==> config.mk <==
export PLATFORM = sky130hd
export DESIGN_NAME = e2q_cordic
export DESIGN_NICKNAME = d
export VERILOG_FILES = /design/src/e2q_pkg.sv /design/src/e2q_cordic.sv
export SDC_FILE = /design/constraint.sdc
export NUM_CORES = 2
export LEC_CHECK = 0
export BUFFER_PORTS_ARGS = -buffer_cell sky130_fd_sc_hd__clkbuf_2
export CORE_MARGIN = 2
export CORE_UTILIZATION = 40
export DETAILED_ROUTE_END_ITERATION = 16
export GPL_TIMING_DRIVEN = 0
export PLACE_DENSITY = 0.57
export SKIP_LAST_GASP = 1
export SYNTH_ARGS = -nofsm -noshare
export SYNTH_HDL_FRONTEND = slang
export SYNTH_SLANG_ARGS = --single-unit
==> constraint.sdc <==
create_clock -name clock -period 13.9 [get_ports clock]
set_input_delay 0.695 -clock clock [delete_from_list [all_inputs] [get_ports clock]]
set_output_delay 0.695 -clock clock [all_outputs]
set_load 0.01 [all_outputs]
==> src/e2q_pkg.sv <==
// ---------------------------------------------------------------------------
// e2q_pkg: shared types and constants for the Euler-to-quaternion block.
// Holds the CORDIC angle table, fixed-point constants and payload types.
// ---------------------------------------------------------------------------
package e2q_pkg;

   localparam int CordicSteps = 16;
   localparam int AngleWidth = 16;
   localparam int CompWidth = 16;
   localparam int ZWidth = 20;
   localparam int XyWidth = 33;
   localparam int TrigWidth = 17;

   localparam logic signed [XyWidth-1:0] CordicGain = 33'sd652032874;
   localparam logic signed [ZWidth-1:0] HalfPi = 20'sd102944;
   localparam logic signed [ZWidth-1:0] Pi = 20'sd205887;
   localparam logic signed [TrigWidth-1:0] OneQ15 = 17'sd32768;

   typedef struct packed {
      logic signed [AngleWidth-1:0] roll_angle;
      logic signed [AngleWidth-1:0] pitch_angle;
      logic signed [AngleWidth-1:0] yaw_angle;
   } req_type;

   typedef struct packed {
      logic signed [CompWidth-1:0] quat_w;
      logic signed [CompWidth-1:0] quat_x;
      logic signed [CompWidth-1:0] quat_y;
      logic signed [CompWidth-1:0] quat_z;
   } rsp_type;

   // State of one CORDIC lane between stages.
   typedef struct packed {
      logic signed [XyWidth-1:0] x;
      logic signed [XyWidth-1:0] y;
      logic signed [ZWidth-1:0] z;
      logic neg;
   } cordic_type;

   // Arctangent of 2^-i in Q16 radians.
   function automatic logic signed [ZWidth-1:0] atan_q16(input logic [3:0] idx);
      logic signed [ZWidth-1:0] res;
      unique case (idx)
         4'd0: res = 20'sd51472;
         4'd1: res = 20'sd30386;
         4'd2: res = 20'sd16055;
         4'd3: res = 20'sd8150;
         4'd4: res = 20'sd4091;
         4'd5: res = 20'sd2047;
         4'd6: res = 20'sd1024;
         4'd7: res = 20'sd512;
         4'd8: res = 20'sd256;
         4'd9: res = 20'sd128;
         4'd10: res = 20'sd64;
         4'd11: res = 20'sd32;
         4'd12: res = 20'sd16;
         4'd13: res = 20'sd8;
         4'd14: res = 20'sd4;
         default: res = 20'sd2;
      endcase
      return res;
   endfunction

endpackage

==> src/e2q_cordic.sv <==
// ---------------------------------------------------------------------------
// e2q_cordic: pipelined half-angle cosine/sine unit.
// Range reduction, sixteen registered CORDIC steps and a rounding stage.
// ---------------------------------------------------------------------------
module e2q_cordic (
   input  logic clock,
   input  logic advance,
   input  logic signed [e2q_pkg::AngleWidth-1:0] angle,
   output logic signed [e2q_pkg::TrigWidth-1:0] cos_val,
   output logic signed [e2q_pkg::TrigWidth-1:0] sin_val
);
   import e2q_pkg::*;

   cordic_type stage_ff [CordicSteps+1];
   cordic_type stage_in [CordicSteps+1];
   logic signed [TrigWidth-1:0] cos_ff, sin_ff, cos_in, sin_in;

   // Halve the angle into Q16 and fold it into [-pi/2, pi/2].
   always_comb begin
      logic signed [ZWidth-1:0] z0;
      z0 = ZWidth'(angle) <<< 2;
      stage_in[0].x = CordicGain;
      stage_in[0].y = '0;
      stage_in[0].neg = 1'b0;
      stage_in[0].z = z0;
      if (z0 > HalfPi) begin
         stage_in[0].z = z0 - Pi;
         stage_in[0].neg = 1'b1;
      end else if (z0 < -HalfPi) begin
         stage_in[0].z = z0 + Pi;
         stage_in[0].neg = 1'b1;
      end
   end

   // One micro-rotation per stage.
   for (genvar i = 0; i < CordicSteps; i++) begin : g_step
      always_comb begin
         logic signed [XyWidth-1:0] dx, dy;
         dx = stage_ff[i].y >>> i;
         dy = stage_ff[i].x >>> i;
         stage_in[i+1].neg = stage_ff[i].neg;
         if (!stage_ff[i].z[ZWidth-1]) begin
            stage_in[i+1].x = stage_ff[i].x - dx;
            stage_in[i+1].y = stage_ff[i].y + dy;
            stage_in[i+1].z = stage_ff[i].z - atan_q16(4'(i));
         end else begin
            stage_in[i+1].x = stage_ff[i].x + dx;
            stage_in[i+1].y = stage_ff[i].y - dy;
            stage_in[i+1].z = stage_ff[i].z + atan_q16(4'(i));
         end
      end
   end

   // Negate for folded angles, round to Q15 and clamp to +-1.0.
   always_comb begin
      logic signed [XyWidth:0] xs, ys, xr, yr;
      xs = stage_ff[CordicSteps].neg ? -(XyWidth+1)'(stage_ff[CordicSteps].x)
                                     : (XyWidth+1)'(stage_ff[CordicSteps].x);
      ys = stage_ff[CordicSteps].neg ? -(XyWidth+1)'(stage_ff[CordicSteps].y)
                                     : (XyWidth+1)'(stage_ff[CordicSteps].y);
      xr = (xs + (XyWidth+1)'(1 << 14)) >>> 15;
      yr = (ys + (XyWidth+1)'(1 << 14)) >>> 15;
      if (xr > (XyWidth+1)'(OneQ15)) cos_in = OneQ15;
      else if (xr < -(XyWidth+1)'(OneQ15)) cos_in = -OneQ15;
      else cos_in = TrigWidth'(xr);
      if (yr > (XyWidth+1)'(OneQ15)) sin_in = OneQ15;
      else if (yr < -(XyWidth+1)'(OneQ15)) sin_in = -OneQ15;
      else sin_in = TrigWidth'(yr);
   end

   always_ff @(posedge clock) begin
      if (advance) begin
         for (int k = 0; k <= CordicSteps; k++) stage_ff[k] <= stage_in[k];
         cos_ff <= cos_in;
         sin_ff <= sin_in;
      end
   end

   assign cos_val = cos_ff;
   assign sin_val = sin_ff;
endmodule

# Word level (Yosys, flattened, before mapping)
# Memories as Yosys holds them, arrays and structs flattened.
# Index checks and enable logic that the tools add are counted.
# totals
ff_bits	34
ram_bits	1479
input_bits	18
output_inout_bits	34
wordCells	138
memories	1
# classes
add_sub_neg	101
order_cmp	6
mux	24
n_reduce_logical	2
# mem_list
memory	depth	word_bits	rd	rd_ports_with_merged_regs	write_ports	line_no	source
stage_ff	17	87	17	0	17	e2q_cordic.sv:14	cordic_type stage_ff [CordicSteps+1];
# ops
cell	count
86-bit two-way mux	16
34-bit by 16-bit adder with 34-bit output (second input constant)	2
34-bit two-way mux	2
33-bit negator with 34-bit output	2
33-bit by 18-bit adder with 33-bit output	2
33-bit by 19-bit adder with 33-bit output	2
33-bit by 20-bit adder with 33-bit output	2
33-bit by 21-bit adder with 33-bit output	2
33-bit by 22-bit adder with 33-bit output	2
33-bit by 23-bit adder with 33-bit output	2
33-bit by 24-bit adder with 33-bit output	2
33-bit by 25-bit adder with 33-bit output	2
33-bit by 26-bit adder with 33-bit output	2
33-bit by 27-bit adder with 33-bit output	2
33-bit by 28-bit adder with 33-bit output	2
33-bit by 29-bit adder with 33-bit output	2
33-bit by 30-bit adder with 33-bit output	2
33-bit by 31-bit adder with 33-bit output	2
33-bit by 32-bit adder with 33-bit output	2
33-bit by 18-bit subtractor with 33-bit output	2
33-bit by 19-bit subtractor with 33-bit output	2
33-bit by 20-bit subtractor with 33-bit output	2
33-bit by 21-bit subtractor with 33-bit output	2
33-bit by 22-bit subtractor with 33-bit output	2
52 further kinds	71

# Longest topological paths before layout
# An unclocked memory read counts as a cell.
# logic_depth
ltp_word	6
ltp_mapped	21
mapped_depth_nobuf	21

# Worst setup path before layout
# No wires, ideal clock.
# synth_timing
path_kind	register to register
start	memory stage_ff[0][194] (netlist name)
end	memory stage_ff[0][312] (netlist name), data pin
setup_time_ns	0.279
arrival_time_ns	4.616
required_ns	13.621
setup_slack_ns	9.005
path_stages_with_launch	17
path_buffers	3
synth_period_minus_slack_ns	4.895
cell_sequence	edfxtp_1 > clkbuf_1 > buf_1 > buf_1 > mux2i_1 > ha_1 > nor2b_1 > o21a_1 > o21ai_0 > a21oi_1 > o41ai_1 > a21oi_1 > a21o_1 > a221oi_1 > o21ai_0 > a2111oi_0 > a211oi_1
# synth_rtl
item	line_no
start: declaration	e2q_cordic.sv:14

==> metrics.md <==
| Metric | Value |
|---|---|
| Status | `complete, no violations` |
| Die area | `271,000 um^2` |
| Hold Violations, Final | `0` |
| Synth cell count leaders | `1,297 x edfxtp_1, 1,156 x a21oi_1, 1,149 x ha_1` |
| Post-synthesis mux area share | `0.0124` |
| First-pass GRT wire length | `453 mm` |
| Largest cells by area after synthesis | `edfxtp_1 36%, ha_1 13%, xnor2_1 8.7%` |
| Cts hold-fix bufs | `0` |
| Fin. max-slew vios | `0` |
| Worst EP arrival | `7.38 ns` |
| Post-synth cell types | `99` |
| H-tree depth | `4` |
| Most numerous cell in the Yosys netlist | `edfxtp_1` |
| Layout cells sized above 1 | `0.0419` |
| Ys Warns | `0` |
| Syn Area/Cell | `9.69 um^2` |
| Critical R2R Capture | `stage_ff[0][487]` |
| Number of max-cap violations | `0` |
| Vias per cell | `5.56` |
| Drt drc | `0` |
| Synth Instances | `11,000` |
| Final GP Congestion | `0.906` |
| Die H | `521 um` |
| Hold Crit Depth | `3` |
| Clock tree from TritonCTS | `done` |
| Initial antenna violation count | `7` |
| Crit Path Category | `flip-flop to flip-flop` |
| Die Width | `521 um` |
| Crit path capture | `stage_ff[0][487]` |
| Top cell type's share of synthesized area | `0.365` |
| GR Util met2 | `0.332` |
| Number of flops mapped to enable cells by yosys | `1,297` |
| Register area share after synthesis | `0.365` |
| 1st-iter DRT viols | `5,810` |
| Finish-stage setup viols | `0` |
| Total gr overflow | `0` |
| Worst setup path start | `stage_ff[0][368]` |
| Tcrit/Tclk final | `0.488` |
| Dominant synthesized flop cell | `edfxtp_1` |
| CTS clock-pin slew for the worst setup and hold paths | `0.06 ns` |
| DR vias | `82,900` |
| Worst-Skew Late Latency | `0.86 ns` |
| Critical Path Sink Type | `flip-flop` |
| Area leader, netlist | `edfxtp_1` |
| Clock sink total | `1,297` |
| IO Pins | `52` |
| CP Data Required Time | `14.49 ns` |
| Fmax | `147 MHz` |
| Root Driver | `clkbuf_16` |
| NumNets Final | `12,400` |
| Global routing usage on met3 | `0.0261` |
| CTS Buffer Depth | `4` |
| GRT met1 Usage | `0.292` |
| Row count | `189` |
| Worst-margin pin slew | `1.29 ns` |
| DR WL/cell | `19.4 um` |
| Reg2reg setup slack | `7.12 ns` |
| Tightest Hold Check Type | `input port to flip-flop` |
| GRT Util Overall | `0.208` |
| Headroom to the max-slew limit | `0.130` |
| Simple-Gate Fraction of Synth Area | `0.132` |
| Clk_skew | `0.0490 ns` |
| # resized after CTS | `0` |
| Synth Area in Compound Gates | `0.186` |
| Number of global-route vias before repair | `80,700` |
| Final ANT Viol Nets | `0` |
| Adder-cell share of the synthesized area | `0.143` |
| Min Tclk post-route | `6.78 ns` |
| Maximum fanout along the worst path | `11` |
| Grt peak-use layer | `met2` |
| Final HPWL DP | `231 mm` |
| Post-Synth XOR/XNOR Area | `0.136` |
| Register bit count reported by yosys | `1,297` |
| R2R depth | `16` |
| Routed wire length | `289 mm` |
| Async SR Flop Fraction | `0` |
| Setup crit start kind | `flip-flop` |
| Cts bufs inserted | `162` |
| Sum Neg Setup Slack | `0 ns` |
| I/O Buffers | `45` |
| Postcts setup bufs | `0` |
| Largest family of logic cells by synthesized area | `compound AO/OA/AOI/OAI gates` |
| Largest net degree at the start of global routing | `123` |
| Syn-to-layout area delta | `9.85%` |
| Initial Util | `0.402` |
| Syn Nets | `12,200` |
| Layout fillers | `25,200` |
| RR Startpoint | `stage_ff[0][368]` |
| Mapped cell area | `107,000 um^2` |
| Core ar. | `265,000 um^2` |
| TritonRoute pass-1 iters | `8` |
| RSZ-0062 raised after global routing | `false` |
critical path, cell delays in order, from the launching register on:
cell and delay (ns):
edfxtp_1 0.68, clkbuf_1 0.40, clkbuf_1 0.46, buf_1 0.61, mux2i_1 0.42, ha_1 0.29, nor2b_1 0.15, o2111a_1 0.27
o311ai_0 0.53, a21oi_1 0.15, a211oi_1 0.58, o21ai_0 0.38, a2111oi_0 0.78, o31a_1 0.25, inv_1 0.06, a311o_1 0.38
xor2_1 0.15
layer usage:
metal	share of wire	up-vias
met5	0	-
met4	0.033	0
met3	0.052	464
met2	0.44	1981
met1	0.47	39200
li1	-	41200
cell usage in the layout, fill, tap and decap left out, types with 371 or more instances in the layout:
cell type and n:
inv_1 506, ha_1 1149, a21oi_1 1156, a21o_1 473, edfxtp_1 1297, nand2_1 522, nor2_1 985, o21ai_0 422
nor3_1 371, xnor2_1 1063, xor2_1 596
stage by stage:
step                cells  hold WS (ns)  instance area, um^2  setup WS (ns)   util
floorplan           11000         0.400               107000           9.01      -
global placement    14600         0.401               111000         -10.80  0.420
detailed placement  14600         0.405               112000           7.22  0.421
CTS                 14900         0.168               117000           7.23  0.442
global route        14900         0.201               117000           6.68  0.442
finish              14900         0.230               117000           7.12  0.442
kinds of logic (layout without fill, tap and decap cells):
group,count (synthesis),after routing
DFF,1297,1297
buffers and inverters,719,1068
other,0,8
xor gates and xnor gates,1660,1660
muxes,125,125
and+or+nand+nor,2914,2914
AOI/OAI and AO/OA,3109,3109
adders and majority gates,1192,1192
cell type report:
| cell class | instances | area [um^2] | area share |
|---|---|---|---|
| diodes | 8 | 20.0 | 0.000171 |
| clock inverters | 107 | 1340 | 0.0114 |
| clock buffers | 184 | 4160 | 0.0355 |
| inverters | 510 | 1910 | 0.0163 |
| multi-input cells | 9000 | 65100 | 0.555 |
| repair buffers | 58 | 569 | 0.00485 |
| plain buffers | 209 | 818 | 0.00698 |
| well taps | 3533 | 4420 | 0.0377 |
| flip-flops and latches | 1297 | 38900 | 0.332 |
state kept, by name (all words and copies together), names as in the netlist:
register and cells:
stage_ff 1263, cos_val 17, sin_val 17
worst min path at each step:
stage                            startpoint           endpoint  slack (ns)
final                              angle[1]     stage_ff[0][4]        0.23
after global routing               angle[1]     stage_ff[0][4]        0.20
after CTS                          angle[1]     stage_ff[0][4]        0.17
after global placement     stage_ff[0][961]  stage_ff[0][1048]        0.40
after detailed placement  stage_ff[0][1131]  stage_ff[0][1218]        0.40
after floorplan            stage_ff[0][957]  stage_ff[0][1044]        0.40
Power is not shown: default switching activity piles up to over one toggle a cycle in this logic, so the estimate is an artifact.
